## src/rtl/aac_pkg.sv

```systemverilog
`timescale 1ns / 1ps
// ----------------------------------------------------------------------------
// aac_pkg: shared types and constants of the activity classifier
// Word formats, register indexes, class codes and control structs.
// ----------------------------------------------------------------------------
package aac_pkg;

	localparam int IDX_W  = 2;
	localparam int DATA_W = 16;

	localparam logic [IDX_W-1:0] REG_REST    = 2'd0;
	localparam logic [IDX_W-1:0] REG_WALK    = 2'd1;
	localparam logic [IDX_W-1:0] REG_SEIZURE = 2'd2;
	localparam logic [IDX_W-1:0] REG_GRAVITY = 2'd3;

	localparam logic [1:0] CLS_REST = 2'd0;
	localparam logic [1:0] CLS_WALK = 2'd1;
	localparam logic [1:0] CLS_RUN  = 2'd2;

	typedef struct packed {
		logic signed [15:0] accel_x;
		logic signed [15:0] accel_y;
		logic signed [15:0] accel_z;
	} in_word_t;

	typedef struct packed {
		logic [1:0]  activity_class;
		logic [15:0] average_level;
		logic        seizure_flag;
	} out_word_t;

	// top -> core
	typedef struct packed {
		logic start;   // input word accepted this cycle
		logic take;    // finished average consumed this cycle
	} ctl_t;

	// core -> top
	typedef struct packed {
		logic        busy;
		logic        done;
		logic [15:0] average;
	} sts_t;

endpackage

```

## src/rtl/aac_addsub.sv

```systemverilog
`timescale 1ns / 1ps
// ----------------------------------------------------------------------------
// aac_addsub: shared add / subtract-compare unit
// sub=1 gives a-b with carry=1 when a>=b; sub=0 gives a+b.
// ----------------------------------------------------------------------------
module aac_addsub #(
	parameter int W = 18
) (
	input  logic [W-1:0] a,
	input  logic [W-1:0] b,
	input  logic         sub,
	output logic [W-1:0] res,
	output logic         carry
);

	logic [W-1:0] b_eff;

	assign b_eff = sub ? ~b : b;
	assign {carry, res} = {1'b0, a} + {1'b0, b_eff} + {{W{1'b0}}, sub};

endmodule

```

## src/rtl/aac_ring.sv

```systemverilog
`timescale 1ns / 1ps
// ----------------------------------------------------------------------------
// aac_ring: magnitude ring storage
// One write and one registered read port; per-entry valid bits make
// never-written entries read as zero.
// ----------------------------------------------------------------------------
module aac_ring #(
	parameter int DEPTH = 10,
	parameter int AW    = 4
) (
	input  logic          clk,
	input  logic          arst_n,
	input  logic          rd_en,
	input  logic [AW-1:0] rd_addr,
	output logic [15:0]   rd_data,
	input  logic          wr_en,
	input  logic [AW-1:0] wr_addr,
	input  logic [15:0]   wr_data
);

	logic [15:0]      mem [DEPTH];
	logic [DEPTH-1:0] vld_q;
	logic [15:0]      rd_q;
	logic             rd_vld_q;

	always_ff @(posedge clk) begin
		if (wr_en) begin
			mem[wr_addr] <= wr_data;
		end
		if (rd_en) begin
			rd_q <= mem[rd_addr];
		end
	end

	always_ff @(posedge clk or negedge arst_n) begin
		if (!arst_n) begin
			vld_q    <= '0;
			rd_vld_q <= 1'b0;
		end else begin
			if (wr_en) begin
				vld_q[wr_addr] <= 1'b1;
			end
			if (rd_en) begin
				rd_vld_q <= vld_q[rd_addr];
			end
		end
	end

	assign rd_data = rd_vld_q ? rd_q : 16'd0;

endmodule

```

## src/rtl/aac_core.sv

```systemverilog
`timescale 1ns / 1ps
// ----------------------------------------------------------------------------
// aac_core: sequencer and datapath
// Squares, bit-pair square root, net magnitude, ring update and a reciprocal
// multiply for the divide by WINDOW, all subtracts going through one shared unit.
// ----------------------------------------------------------------------------
module aac_core import aac_pkg::*; #(
	parameter int WINDOW = 10
) (
	input  logic        clk,
	input  logic        arst_n,
	input  ctl_t        ctl,
	input  in_word_t    in_word,
	input  logic [15:0] gravity_ref,
	output sts_t        sts
);

	localparam int TW = $clog2(WINDOW * 65535 + 1);
	localparam int UW = (TW > 18) ? TW : 18;
	localparam int SW = (WINDOW > 1) ? $clog2(WINDOW) : 1;
	localparam logic [SW-1:0] SLOT_LAST = SW'(WINDOW - 1);
	// floor(total / WINDOW) == (total * RECIP) >> DS for every total below 2**TW
	localparam int DS = TW + $clog2(WINDOW);
	localparam logic [TW:0] RECIP = (TW+1)'((2**DS + WINDOW - 1) / WINDOW);

	localparam logic [3:0] S_IDLE = 4'd0;
	localparam logic [3:0] S_SQ   = 4'd1;
	localparam logic [3:0] S_ROOT = 4'd2;
	localparam logic [3:0] S_NET  = 4'd3;
	localparam logic [3:0] S_NEG  = 4'd4;
	localparam logic [3:0] S_SUB  = 4'd5;
	localparam logic [3:0] S_ADD  = 4'd6;
	localparam logic [3:0] S_DIV  = 4'd7;
	localparam logic [3:0] S_DONE = 4'd8;

	logic [3:0]    state_q;
	logic [3:0]    cnt_q;
	logic [15:0]   ax_q, ay_q, az_q;
	logic [31:0]   prod_q;
	logic [31:0]   sum_q;
	logic [17:0]   rem_q;
	logic [15:0]   root_q;
	logic [15:0]   net_q;
	logic [TW-1:0] total_q;
	logic [15:0]   quo_q;
	logic [SW-1:0] slot_q;

	logic [15:0]   mul_op;
	logic [31:0]   prod_c;
	logic [17:0]   trial_a;
	logic [15:0]   old_mag;
	logic [2*TW:0] avg_prod;
	logic [UW-1:0] u_a, u_b, u_res;
	logic          u_sub, u_carry;

	function automatic logic [15:0] abs16(input logic [15:0] v);
		return v[15] ? (~v + 16'd1) : v;
	endfunction

	always_comb begin
		case (cnt_q[1:0])
			2'd0:    mul_op = ax_q;
			2'd1:    mul_op = ay_q;
			default: mul_op = az_q;
		endcase
	end

	assign prod_c   = mul_op * mul_op;
	assign trial_a  = {rem_q[15:0], sum_q[31:30]};
	assign avg_prod = total_q * RECIP;

	// operand select for the shared unit
	always_comb begin
		u_a   = '0;
		u_b   = '0;
		u_sub = 1'b1;
		case (state_q)
			S_ROOT: begin
				u_a = UW'(trial_a);
				u_b = UW'({root_q, 2'b01});
			end
			S_NET: begin
				u_a = UW'(root_q);
				u_b = UW'(gravity_ref);
			end
			S_NEG: begin
				u_a = UW'(gravity_ref);
				u_b = UW'(root_q);
			end
			S_SUB: begin
				u_a = UW'(total_q);
				u_b = UW'(old_mag);
			end
			S_ADD: begin
				u_a   = UW'(total_q);
				u_b   = UW'(net_q);
				u_sub = 1'b0;
			end
			default: begin
				u_sub = 1'b1;
			end
		endcase
	end

	aac_addsub #(.W(UW)) u_addsub (
		.a     (u_a),
		.b     (u_b),
		.sub   (u_sub),
		.res   (u_res),
		.carry (u_carry)
	);

	aac_ring #(.DEPTH(WINDOW), .AW(SW)) u_ring (
		.clk     (clk),
		.arst_n  (arst_n),
		.rd_en   (ctl.start),
		.rd_addr (slot_q),
		.rd_data (old_mag),
		.wr_en   (state_q == S_SUB),
		.wr_addr (slot_q),
		.wr_data (net_q)
	);

	// payload
	always_ff @(posedge clk) begin
		case (state_q)
			S_IDLE: begin
				if (ctl.start) begin
					ax_q  <= abs16(in_word.accel_x);
					ay_q  <= abs16(in_word.accel_y);
					az_q  <= abs16(in_word.accel_z);
					sum_q <= 32'd0;
				end
			end
			S_SQ: begin
				if (cnt_q != 4'd3) begin
					prod_q <= prod_c;
				end
				if (cnt_q != 4'd0) begin
					sum_q <= sum_q + prod_q;
				end
				rem_q  <= 18'd0;
				root_q <= 16'd0;
			end
			S_ROOT: begin
				rem_q  <= u_carry ? u_res[17:0] : trial_a;
				root_q <= {root_q[14:0], u_carry};
				sum_q  <= {sum_q[29:0], 2'b00};
			end
			S_NET: begin
				if (u_carry) begin
					net_q <= u_res[15:0];
				end
			end
			S_NEG: begin
				net_q <= u_res[15:0];
			end
			S_DIV: begin
				quo_q <= avg_prod[DS+15:DS];
			end
			default: begin
			end
		endcase
	end

	// control and window state
	always_ff @(posedge clk or negedge arst_n) begin
		if (!arst_n) begin
			state_q <= S_IDLE;
			cnt_q   <= 4'd0;
			total_q <= '0;
			slot_q  <= '0;
		end else begin
			case (state_q)
				S_IDLE: begin
					cnt_q <= 4'd0;
					if (ctl.start) begin
						state_q <= S_SQ;
					end
				end
				S_SQ: begin
					cnt_q <= cnt_q + 4'd1;
					if (cnt_q == 4'd3) begin
						cnt_q   <= 4'd0;
						state_q <= S_ROOT;
					end
				end
				S_ROOT: begin
					cnt_q <= cnt_q + 4'd1;
					if (cnt_q == 4'd15) begin
						state_q <= S_NET;
					end
				end
				S_NET: begin
					state_q <= u_carry ? S_SUB : S_NEG;
				end
				S_NEG: begin
					state_q <= S_SUB;
				end
				S_SUB: begin
					total_q <= u_res[TW-1:0];
					slot_q  <= (slot_q == SLOT_LAST) ? '0 : slot_q + SW'(1);
					state_q <= S_ADD;
				end
				S_ADD: begin
					total_q <= u_res[TW-1:0];
					cnt_q   <= 4'd0;
					state_q <= S_DIV;
				end
				S_DIV: begin
					state_q <= S_DONE;
				end
				S_DONE: begin
					if (ctl.take) begin
						state_q <= S_IDLE;
					end
				end
				default: begin
					state_q <= S_IDLE;
				end
			endcase
		end
	end

	assign sts.busy    = (state_q != S_IDLE);
	assign sts.done    = (state_q == S_DONE);
	assign sts.average = quo_q;

endmodule

```

## src/rtl/accel_activity_classifier.sv

```systemverilog
`timescale 1ns / 1ps
// ----------------------------------------------------------------------------
// accel_activity_classifier: accelerometer activity classifier
// Magnitude of a three-axis sample, moving average over WINDOW samples,
// rest / walk / run class and seizure flag.
// ----------------------------------------------------------------------------
//
//  channel  | handshake                      | word
//  ---------+--------------------------------+----------------------------
//  input    | in_valid / in_stall            | in_word  (accel_x/y/z)
//  output   | out_valid / out_stall          | out_word (class, avg, flag)
//  config   | cfg_we, cfg_index              | cfg_data (16 bit)
//
// Each word goes from its accept through the squares on the 16x16 multiplier,
// 16 root iterations on the shared subtract unit, the net magnitude (plus a
// negate step when the raw magnitude is below gravity_ref), the ring update,
// the reciprocal multiply that divides by WINDOW and the handoff, and only then
// can its result and the next word be accepted.
// in_stall is high from accept until the result moves to the output register;
// a held output word does not block the next accept, only the next result.
// Reset clears control registers, ring valid bits and the running total at once.
// ----------------------------------------------------------------------------
module accel_activity_classifier import aac_pkg::*; #(
	parameter int WINDOW = 10
) (
	input  logic              clk,
	input  logic              arst_n,
	input  logic              in_valid,
	output logic              in_stall,
	input  in_word_t          in_word,
	output logic              out_valid,
	input  logic              out_stall,
	output out_word_t         out_word,
	input  logic              cfg_we,
	input  logic [IDX_W-1:0]  cfg_index,
	input  logic [DATA_W-1:0] cfg_data
);

	logic [15:0] rest_limit_q;
	logic [15:0] walk_limit_q;
	logic [15:0] seizure_limit_q;
	logic [15:0] gravity_ref_q;

	ctl_t       ctl;
	sts_t       sts;
	out_word_t  res_c;
	out_word_t  out_word_q;
	logic       out_valid_q;

	// configuration registers
	always_ff @(posedge clk or negedge arst_n) begin
		if (!arst_n) begin
			rest_limit_q    <= 16'd819;
			walk_limit_q    <= 16'd4096;
			seizure_limit_q <= 16'd12288;
			gravity_ref_q   <= 16'd8192;
		end else if (cfg_we) begin
			case (cfg_index)
				REG_REST:    rest_limit_q    <= cfg_data;
				REG_WALK:    walk_limit_q    <= cfg_data;
				REG_SEIZURE: seizure_limit_q <= cfg_data;
				REG_GRAVITY: gravity_ref_q   <= cfg_data;
				default: begin
				end
			endcase
		end
	end

	// handshake toward the core
	assign in_stall  = sts.busy;
	assign ctl.start = in_valid && !sts.busy;
	assign ctl.take  = sts.done && (!out_valid_q || !out_stall);

	aac_core #(.WINDOW(WINDOW)) u_core (
		.clk         (clk),
		.arst_n      (arst_n),
		.ctl         (ctl),
		.in_word     (in_word),
		.gravity_ref (gravity_ref_q),
		.sts         (sts)
	);

	// classification: rest first, then walk; flag only in the running class
	always_comb begin
		res_c.average_level = sts.average;
		res_c.seizure_flag  = 1'b0;
		if (sts.average < rest_limit_q) begin
			res_c.activity_class = CLS_REST;
		end else if (sts.average < walk_limit_q) begin
			res_c.activity_class = CLS_WALK;
		end else begin
			res_c.activity_class = CLS_RUN;
			res_c.seizure_flag   = (sts.average > seizure_limit_q);
		end
	end

	// output register
	always_ff @(posedge clk) begin
		if (ctl.take) begin
			out_word_q <= res_c;
		end
	end

	always_ff @(posedge clk or negedge arst_n) begin
		if (!arst_n) begin
			out_valid_q <= 1'b0;
		end else if (ctl.take) begin
			out_valid_q <= 1'b1;
		end else if (!out_stall) begin
			out_valid_q <= 1'b0;
		end
	end

	assign out_valid = out_valid_q;
	assign out_word  = out_word_q;

	// checks
	a_busy_after_accept: assert property (@(posedge clk) disable iff (!arst_n)
		(in_valid && !in_stall) |=> in_stall)
		else $error("core not busy after accepting a word");

	a_flag_only_running: assert property (@(posedge clk) disable iff (!arst_n)
		(out_valid && out_word.seizure_flag) |-> (out_word.activity_class == CLS_RUN))
		else $error("seizure flag outside running class");

	a_take_frees_input: assert property (@(posedge clk) disable iff (!arst_n)
		ctl.take |=> (!in_stall && out_valid))
		else $error("result handoff did not free the core");

endmodule

```

## config.mk

```make
export PLATFORM = sky130hd
export DESIGN_NAME = accel_activity_classifier
export DESIGN_NICKNAME = d
export VERILOG_FILES = /design/src/rtl/aac_pkg.sv /design/src/rtl/aac_addsub.sv /design/src/rtl/aac_ring.sv /design/src/rtl/aac_core.sv /design/src/rtl/accel_activity_classifier.sv
export SDC_FILE = /design/constraint.sdc
export NUM_CORES = 2
export LEC_CHECK = 0
export ABC_AREA = 1
export BUFFER_PORTS_ARGS = -buffer_cell sky130_fd_sc_hd__buf_2
export CORE_MARGIN = 2
export CORE_UTILIZATION = 60
export CTS_CLUSTER_DIAMETER = 150
export DETAILED_ROUTE_END_ITERATION = 10
export PLACE_DENSITY = 0.77
export SYNTH_ARGS = -nofsm -noshare
export SYNTH_HDL_FRONTEND = slang
export SYNTH_HIERARCHICAL = 1
export SYNTH_SLANG_ARGS = --single-unit
```

## constraint.sdc

```tcl
create_clock -name clk -period 11.8 [get_ports clk]
set_input_delay 1.18 -clock clk [delete_from_list [all_inputs] [get_ports clk]]
set_output_delay 1.18 -clock clk [all_outputs]
set_load 0.1 [all_outputs]
```

==> summary.md <==
| Metric | Value |
|---|---|
| Critical Path AT | `7.46 ns` |
| Die ar. | `68640 um2` |
| GRT overflow | `0` |
| Hold Worst Slack | `~0.46 ns` |
| Asr flop ratio synth | `22.59%` |
| Drt pass-1 iters | `7` |
| CP bufs+invs | `7` |
| Antenna cells | `0` |
| RD Place Congestion | `0.9896` |
| IO buf count | `a little over 90` |
| Syn avg cell area | `8.803 um2` |
| Most common flop cell mapped by yosys | `edfxtp_1` |
| Sequential share of the synthesized area | `34.62%` |
| Initial antenna violation count | `0` |
| Via-per-instance ratio | `5.576` |
| Fraction of the mapped netlist area in compound gates | `8.189%` |
| CTS tree | `done` |
| Worst flop-to-flop path startpoint | `u_core/cnt_q[1]$_DFFE_PN0P_` |
| CTS Hold Bufs | `0` |
| Hpwl dp | `between 70 and 80 mm` |
| Inserted Clock Buffers | `50` |
| TNS Setup | `0 ns` |
| Post-route ant nets | `0` |
| Adder-cell area share of the yosys netlist | `a little over a quarter` |
| Register bit total from synthesis | `478` |
| Reg2Reg Depth | `27` |
| Slew Viols, Final | `0` |
| Post-synthesis xor/xnor area fraction | `2.281%` |
| Reg2reg end | `u_core/prod_q[29]$_DFFE_PP_` |
| I/O Pins | `slightly above 90` |
| Final period util | `59.97%` |
| Nets | `5375` |
| Highest Clock Rate | `141.3 MHz` |
| Post-synth cell types | `59` |
| Worst-path fanout max | `18` |
| Critical Path End | `u_core/prod_q[29]$_DFFE_PP_` |
| Core Footprint | `65860 um2` |
| Startpoint Class | `register` |
| Setup Viol. Count Final | `0` |
| CTS root buffer | `clkbuf_16` |
| Gr usage total | `29.92%` |
| MaxCap Viol Count | `0` |
| Crit path max-delay family | `adder cells` |
| H-tree depth | `2` |
| Post-synthesis mux area share | `0.02820%` |
| Min Tclk post-route | `7.077 ns` |
| DR WL/cell | `18.22 um` |
| Post-cts resize count | `0` |
| Post-synth top area share | `27.82%` |
| Worst Setup SP | `u_core/cnt_q[1]$_DFFE_PN0P_` |
| Num rows | `94` |
| Clk sink count | `478` |
| FF-to-FF setup slack | `4.72 ns` |
| Least-Margin Pin Slew | `1.286 ns` |
| Fraction of layout cells with a size suffix above 1 | `6.707%` |
| Hold crit path type | `register to register` |
| DIE WIDTH | `262.0 um` |
| Post-synth EDFFs | `370` |
| Iteration-0 DRC Markers | `2928` |
| Routed via count | `30760` |
| Clock transition at path regs | `0.07 ns` |
| DRT Wirelength | `100.5 mm` |
| Skew final | `0.02381 ns` |
| Leading post-synthesis cells by cell area | `edfxtp_1 28%, fa_1 15%, ha_1 12%, nand2_1 9.3%, inv_1 8.3%` |
| Post-synth top area cell | `edfxtp_1` |
| First-pass GRT wire length | `160.3 mm` |
| Residual DRC | `0` |
| Clock buffer depth | `3` |
| Final hold violation count | `0` |
| Critical Path End Type | `register` |
| Req. time, crit path | `12.18 ns` |
| Largest net degree at the start of global routing | `77` |
| RSZ-0062 raised after global routing | `no` |
| Area grow syn2layout | `7.224%` |
| Number of global-route vias before repair | `between 30000 and 40000` |
| Synth Cell Area | `between 30000 and 40000 um2` |
| Starting density of the core | `60.64%` |
| Clk Latency, worst-skew pair | `approximately 0.63 ns` |
| Post-CTS Setup Bufs | `0` |
| Slowest CP cell | `ha_1` |
| Largest family of logic cells by synthesized area | `adder cells` |
| Synthesized instance count | `between 4000 and 5000` |
| Synth Area in Simple Gates | `17.51%` |
| Critical path's largest stage delay | `0.71 ns` |
| Status | `completed` |
| Slew HR | `14.01%` |
| Die Height | `262.0 um` |
| Synth warn | `6` |
| CP Class | `register to register` |
| Most used cell, CP | `inv_1` |
| CP Depth | `27` |
## tightest hold or removal path, cell delays in order (launching register included)
cell,delay (ns)
dfrtp_1,0.32
inv_1,0.04
o21ai_0,0.06
## cells in the final DEF, fill, tap and decap left out, types with 10 or more instances in the layout
cell type,synthesis,routed
o21ai_0,180,180
dfrtp_1,98,97
nand3_1,174,174
o2111ai_1,18,18
or2_2,11,11
buf_4,19,26
clkbuf_16,0,54
a221oi_1,14,14
inv_2,15,15
nand2_1,994,994
nand3_2,14,14
o21ai_1,86,86
ha_1,391,391
fa_1,303,303
o21bai_1,19,19
nand2_2,20,20
xnor2_1,27,27
nor3_1,39,39
a22oi_1,17,17
inv_1,888,888
a21oi_1,169,168
xor2_1,77,77
nor2_1,371,367
o211ai_1,17,17
edfxtp_1,370,370
nor2_2,11,14
nand4_1,21,21
dfstp_2,10,10
clkinv_2,0,11
buf_2,43,90
## flip-flops by register name, indices dropped and copies added, names as in the netlist, 19 cells and up
| name | cells |
|---|---|
| out_word | 19 |
| u_core/prod_q | 31 |
| u_core/sum_q | 32 |
| u_core/total_q | 20 |
| u_core/u_ring/mem | 160 |
## layout make-up
| type | instances | area [um2] |
|---|---|---|
| fill | 5371 | 23040 |
| multi-input combinational | 3058 | 22190 |
| sequential | 478 | 13830 |
| inverter | 906 | 3403 |
| clock buffer | 67 | 1440 |
| tap | 864 | 1081 |
| timing repair buffer | 116 | 645.6 |
| clock inverter | 27 | 237.7 |
## per-stage QoR
step                      setup slack, ns  area, um2  instances  util (%)
after floorplan                     5.677      39940       4538         -
after global placement              4.901      41140       5422     62.47
after detailed placement            4.774      41140       5422     62.47
after CTS                           4.758      42820       5516     65.02
after global routing                4.323      42820       5516     65.02
final                               4.723      42820       5516     65.02
## cell families (layout without fill, tap and decap cells)
kind of cell	after synthesis	in the layout
AOI/OAI and AO/OA	571	571
other	1	2
adders and majority gates	694	694
buffers and inverters	1002	1116
muxes	1	1
xor gates and xnor gates	104	104
and+or+nand+nor	1686	1686
DFF	478	478
## worst min-delay path by stage
stage                                                   from                                 end  slack, ns  cells after the start
after detailed placement  u_core/u_ring/vld_q[9]$_DFFE_PN0P_  u_core/u_ring/vld_q[9]$_DFFE_PN0P_       0.45                      2
after global routing      u_core/u_ring/vld_q[8]$_DFFE_PN0P_  u_core/u_ring/vld_q[8]$_DFFE_PN0P_       0.49                      1
final                     u_core/u_ring/vld_q[6]$_DFFE_PN0P_  u_core/u_ring/vld_q[6]$_DFFE_PN0P_       0.46                      2
after global placement    u_core/u_ring/vld_q[2]$_DFFE_PN0P_  u_core/u_ring/vld_q[2]$_DFFE_PN0P_       0.44                      2
after floorplan           u_core/u_ring/vld_q[0]$_DFFE_PN0P_  u_core/u_ring/vld_q[0]$_DFFE_PN0P_       0.43                      2
after CTS                 u_core/u_ring/vld_q[9]$_DFFE_PN0P_  u_core/u_ring/vld_q[9]$_DFFE_PN0P_       0.46                      2
## cell usage after synthesis, types with 4 or more instances
library cell  number
a22oi_1           17
dfstp_2           10
o21ai_1           86
nand3_2           14
nand3b_1           9
nor3_1            39
nor3_2             4
o21ai_2            5
xor2_1            77
buf_1              5
inv_1            888
a21o_1             7
a21oi_2            7
o21bai_1          19
nor2_4             4
a22o_1             7
buf_2             43
dfrtp_1           98
xnor2_1           27
a221oi_1          14
a21oi_1          169
o21a_1             5
nand2_2           20
buf_6             10
o21ai_0          180
buf_4             19
or2_2             11
ha_1             391
nand3_1          174
a31oi_1            7
a21boi_0           5
edfxtp_1         370
nor2_1           371
fa_1             303
o211ai_1          17
inv_2             15
nand4_1           21
nor2_2            11
clkbuf_1          19
nand2_1          994
nor4_1             5
o2111ai_1         18
## routing by layer
metal	global-route usage (%)	share of wire, %
met5	0	0
met4	9.416	3.0
met3	4.784	8.3
met2	48.44	46
met1	41.64	43
Power is left out: the tool's default activity adds up to more than one toggle a clock period on the data nets, which glitch-free logic cannot reach.
